**src/rtl/kwsms_pkg.sv**
```systemverilog
// ----------------------------------------------------------------------------
// kwsms_pkg
// Shared constants and types for the K-weighted sliding mean-square block.
// ----------------------------------------------------------------------------
package kwsms_pkg;

	localparam int RING_DEPTH  = 32768;
	localparam int PTR_W       = $clog2(RING_DEPTH);
	localparam int SAMPLE_BITS = 24;
	localparam int COEF_W      = 32;
	localparam int FRAC_BITS   = 28;
	localparam int SQ_W        = 2 * SAMPLE_BITS;
	localparam int SUM_W       = 63;
	localparam int WLEN_W      = 15;
	localparam int CFG_IDX_W   = 3;
	localparam int CFG_DATA_W  = 32;
	localparam int ACC_W       = 64;
	localparam int OPND_W      = SAMPLE_BITS + 1;
	localparam int PROD_W      = COEF_W + OPND_W;

	typedef enum logic [CFG_IDX_W-1:0] {
		REG_WINDOW_LENGTH = 3'd0,
		REG_SHELF_B0      = 3'd1,
		REG_SHELF_B1      = 3'd2,
		REG_SHELF_B2      = 3'd3,
		REG_SHELF_A1      = 3'd4,
		REG_SHELF_A2      = 3'd5,
		REG_HIGHPASS_A1   = 3'd6,
		REG_HIGHPASS_A2   = 3'd7
	} reg_idx_t;

	// fixed high pass feedforward taps, Q3.28
	localparam logic signed [COEF_W-1:0] HP_B0 = 32'sd268435456;
	localparam logic signed [COEF_W-1:0] HP_B1 = -32'sd536870912;
	localparam logic signed [COEF_W-1:0] HP_B2 = 32'sd268435456;

	// queue to engine handshake
	typedef struct packed {
		logic                          valid;
		logic signed [SAMPLE_BITS-1:0] sample;
	} q_head_t;

	typedef struct packed {
		logic pop;
		logic clearing;
	} eng_status_t;

endpackage

```
**src/rtl/kwsms_front.sv**
```systemverilog
// ----------------------------------------------------------------------------
// kwsms_front
// Input side: accepts samples into a two-entry queue ahead of the engine.
// ----------------------------------------------------------------------------
module kwsms_front import kwsms_pkg::*; (
	input  logic                          clk,
	input  logic                          arst_n,
	input  logic                          in_valid,
	output logic                          in_stall,
	input  logic signed [SAMPLE_BITS-1:0] audio_in,
	input  eng_status_t                   status,
	output q_head_t                       head
);

	logic signed [SAMPLE_BITS-1:0] data_q [2];
	logic [1:0]                    cnt_q;
	logic                          push;
	logic                          pop;
	logic                          push_head;

	assign in_stall = (cnt_q == 2'd2) || status.clearing;
	assign push     = in_valid && !in_stall;
	assign pop      = status.pop && (cnt_q != 2'd0);

	// new transfer lands in the head slot when the queue is, or becomes, empty
	assign push_head = push && (cnt_q == 2'd0 || (cnt_q == 2'd1 && pop));

	assign head.valid  = (cnt_q != 2'd0);
	assign head.sample = data_q[0];

	always_ff @(posedge clk or negedge arst_n) begin
		if (!arst_n) begin
			cnt_q <= 2'd0;
		end else begin
			cnt_q <= cnt_q + {1'b0, push} - {1'b0, pop};
		end
	end

	always_ff @(posedge clk) begin
		if (push_head) begin
			data_q[0] <= audio_in;
		end else if (pop) begin
			data_q[0] <= data_q[1];
		end
		if (push && !push_head) begin
			data_q[1] <= audio_in;
		end
	end

endmodule

```
**config.mk**
```make
export PLATFORM = sky130hd
export DESIGN_NAME = kwsms_front
export DESIGN_NICKNAME = d
export VERILOG_FILES = /design/src/rtl/kwsms_pkg.sv /design/src/rtl/kwsms_front.sv
export SDC_FILE = /design/constraint.sdc
export NUM_CORES = 1
export LEC_CHECK = 0
export ABC_AREA = 1
export BUFFER_PORTS_ARGS = -buffer_cell sky130_fd_sc_hd__buf_2
export CAP_MARGIN = 20
export CORE_ASPECT_RATIO = 0.5
export CORE_MARGIN = 1
export CORE_UTILIZATION = 40
export CTS_BUF_LIST = sky130_fd_sc_hd__clkbuf_16
export DETAILED_ROUTE_END_ITERATION = 6
export PLACE_DENSITY_LB_ADDON = 0.3
export SETUP_SLACK_MARGIN = 0.2
export SLEW_MARGIN = 10
export SYNTH_ARGS = -nofsm -noshare
export SYNTH_HDL_FRONTEND = slang
export SYNTH_SLANG_ARGS = --single-unit
```
**constraint.sdc**
```tcl
create_clock -name clk -period 2.45 [get_ports clk]
set_clock_uncertainty 0.15 [all_clocks]
set_input_delay 0.245 -clock clk [delete_from_list [all_inputs] [get_ports clk]]
set_output_delay 0.245 -clock clk [all_outputs]
set_load 0.005 [all_outputs]
```
==> results.txt <==
status - complete, no violations
Seq/Total Area, Yosys - 69.0%
Rows - 18
Critical Path Source Type - flop
Syn Area/Cell - 12.3 um^2
Crit. Startpoint - cnt_q[1]$_DFF_PN0_
placed wire-length estimate - 2.49 mm
DR vias - 1313
CP most frequent cell - ha_1
Worst EP required - 2510 ps
core area - 0.00507 mm^2
final hold viol count - 0
fin util - 51.6%
Die W - 106 um
worst r2r dst - cnt_q[1]$_DFF_PN0_
Max-Slew Margin vs Limit - 36.5%
setup_tns - 0 ps
initial core utilization - 42.6%
I/O Buffers - 54
CTS root buffer - clkbuf_16
Worst Tran Pin Value - 952 ps
Final Setup Violations - 0
Synthesized Nets - 206
WS Path Type - flop to flop
Initial DRT Pass Iterations - 4
part of the cycle the worst path needs - 78.2%
Max Buffers Root-to-Sink - 2
CTS tree - yes
Pins Over Slew Limit - 0
CTS Sinks - 50
Worst Path Buf+Inv - 2
Worst Path Arrival - 1970 ps
worst-path cell chain - inv_2, a21oi_4, ha_1, inv_1, ha_1, xnor2_1, xor2_1
WHS Path Cells - 1
Hold Crit Start - audio_in[23]
CP max FO - 16
initial drt markers - 74
vias per cell - 4.45
switching share of power - 29.3%
min cycle time layout - 1920 ps
vias in the first global route - 1141
remaining global-route overflow - 0
cts bufs inserted - 5
sequential power share - 48.1%
f_max - 522 MHz
FF+latch count, synth - 50
final non-filler cell area - 0.00261 mm^2
Post-CTS Setup Bufs - 0
number of remaining DRC errors - 0
# diodes - 0
H-tree depth - 2
post-cts gate resize count - 0
die area - 0.00572 mm^2
Pint - 1.89 mW
Setup crit end kind - flop
FF-to-FF setup slack - 530 ps
Die Y - 54.0 um
peak supply drop - 366 uV
clock latency on the worst-skew pair - 280 ps
GRT Overall Usage - 13.6%
Pwr Density - 1020 mW/mm^2
R2R cell count - 7
Leakage - 1.13 nW
Logic pwr share - 26.7%
Sw Pwr - 0.782 mW
worst min-delay path class - input port to flop
distinct cell type count after synthesis - 17
Critical R2R Launch - cnt_q[1]$_DFF_PN0_
Yosys warning count - 0
Layout area overhead - 20.9%
post-synthesis cell count - 175
Max stage delay on crit path - 400 ps
Final ANT Viol Nets - 0
Clock power frac - 25.2%
Final #Nets - 255
initial antenna violation count - 0
DR WL/cell - 12.4 um
Clock transition at path regs - 60 ps
largest net degree at the start of global routing - 25
first-pass GRT wire length - 5.60 mm
Post-Route WL - 3.66 mm
WP depth - 7
GP Congestion - 0.695
CP max stage cell - a21oi_4
layout cells sized above 1 - 33.3%
hold endpoint - data_q[0][47]$_DFFE_PP_
mapped cell area - 0.00216 mm^2
Worst path top cell family by delay - adder cells
Placed Area - 0.00235 mm^2
unrepaired setup endpoints after global routing - no
maxcap violations - 0
# IOs - 55
## per-layer routing
metal	track usage, %	vias up	part of all wire [%]
li1	-	669	-
met1	17.1	619	48
met2	22.5	23	47
met3	4.12	2	3.9
met4	5.56	0	0.90
met5	0	-	0
## worst reg2reg max path: stages (launching register included)
cell and delay, ps:
dfrtp_1 390, inv_2 90, a21oi_4 400, ha_1 310
inv_1 60, ha_1 150, xnor2_1 130, xor2_1 160
## worst max path at each step
stage / to / slack (ps)
2_1_floorplan: data_q[0][24]$_DFFE_PP_ / 240
3_3_place_gp: data_q[0][2]$_DFFE_PP_ / 590
3_5_place_dp: cnt_q[1]$_DFF_PN0_ / 550
4_1_cts: cnt_q[1]$_DFF_PN0_ / 530
5_1_grt: data_q[0][17]$_DFFE_PP_ / 330
6_report: cnt_q[1]$_DFF_PN0_ / 530
## area by class of cell
type / instances / area, um^2
well taps: 70 / 87.6
repair buffers: 72 / 435
inverters: 7 / 26.3
multi-input cells: 88 / 425
flip-flops and latches: 50 / 1490
fillers: 450 / 2450
clock buffers: 5 / 125
clock inverters: 3 / 21.3
## Yosys cell counts
master	instances	area [um^2]
nand2_1	53	199
edfxtp_1	48	1440
buf_4	28	210
nand3_1	24	120
inv_1	5	18.8
buf_2	2	10.0
dfrtp_1	2	50.1
ha_1	2	25.0
inv_2	2	7.51
nand3_2	2	20.0
a21oi_1	1	5.00
a21oi_4	1	16.3
nor2_1	1	3.75
o21ai_2	1	8.76
o21bai_1	1	7.51
xnor2_1	1	8.76
xor2_1	1	8.76
## kinds of logic after synthesis
group,Yosys count,share of synthesized area [%]
AOI/OAI and AO/OA,4,1.74
DFF,50,69.0
and+or+nand+nor,80,15.9
adders and majority gates,2,1.16
xor gates and xnor gates,2,0.811
buffers and inverters,37,11.4
## sequential cells by signal (all words and copies together) (netlist names)
name    count
data_q     48
cnt_q       2
## power groups by stage
stage               clock network [mW]  registers [mW]  logic, mW
finish                           0.672            1.28      0.712
global route                     0.720            1.31      0.818
CTS                              0.689            1.29      0.726
detailed placement                   0            1.30      0.712
global placement                     0            1.30      0.687
floorplan                            0            1.30      0.599
## metrics by stage
stage	hold WS, ps	cells	setup slack, ps	power, mW
global route	0.963	295	327	2.84
finish	4.51	295	535	2.67
detailed placement	-115	275	553	2.01
floorplan	-201	175	242	1.90
CTS	0.441	292	526	2.70
global placement	-119	275	590	1.98
## placed cells by master, fill, tap and decap left out
cell,count
a21oi_1,1
a21oi_4,1
buf_2,54
buf_4,6
clkbuf_16,5
clkinv_2,1
clkinv_4,1
clkinvlp_4,1
dfrtp_1,2
dlygate4sd3_1,12
edfxtp_1,48
ha_1,2
inv_1,5
inv_2,2
nand2_1,53
nand3_1,24
nand3_2,2
nor2_2,1
o21ai_2,1
o21bai_1,1
xnor2_1,1
xor2_1,1
## repair_timing
action,CTS,global route
hold endpoints to repair,10,3
hold buffers,9,3
setup endpoints to repair,0,0
No activity file was read; power rests on OpenSTA's default activity.
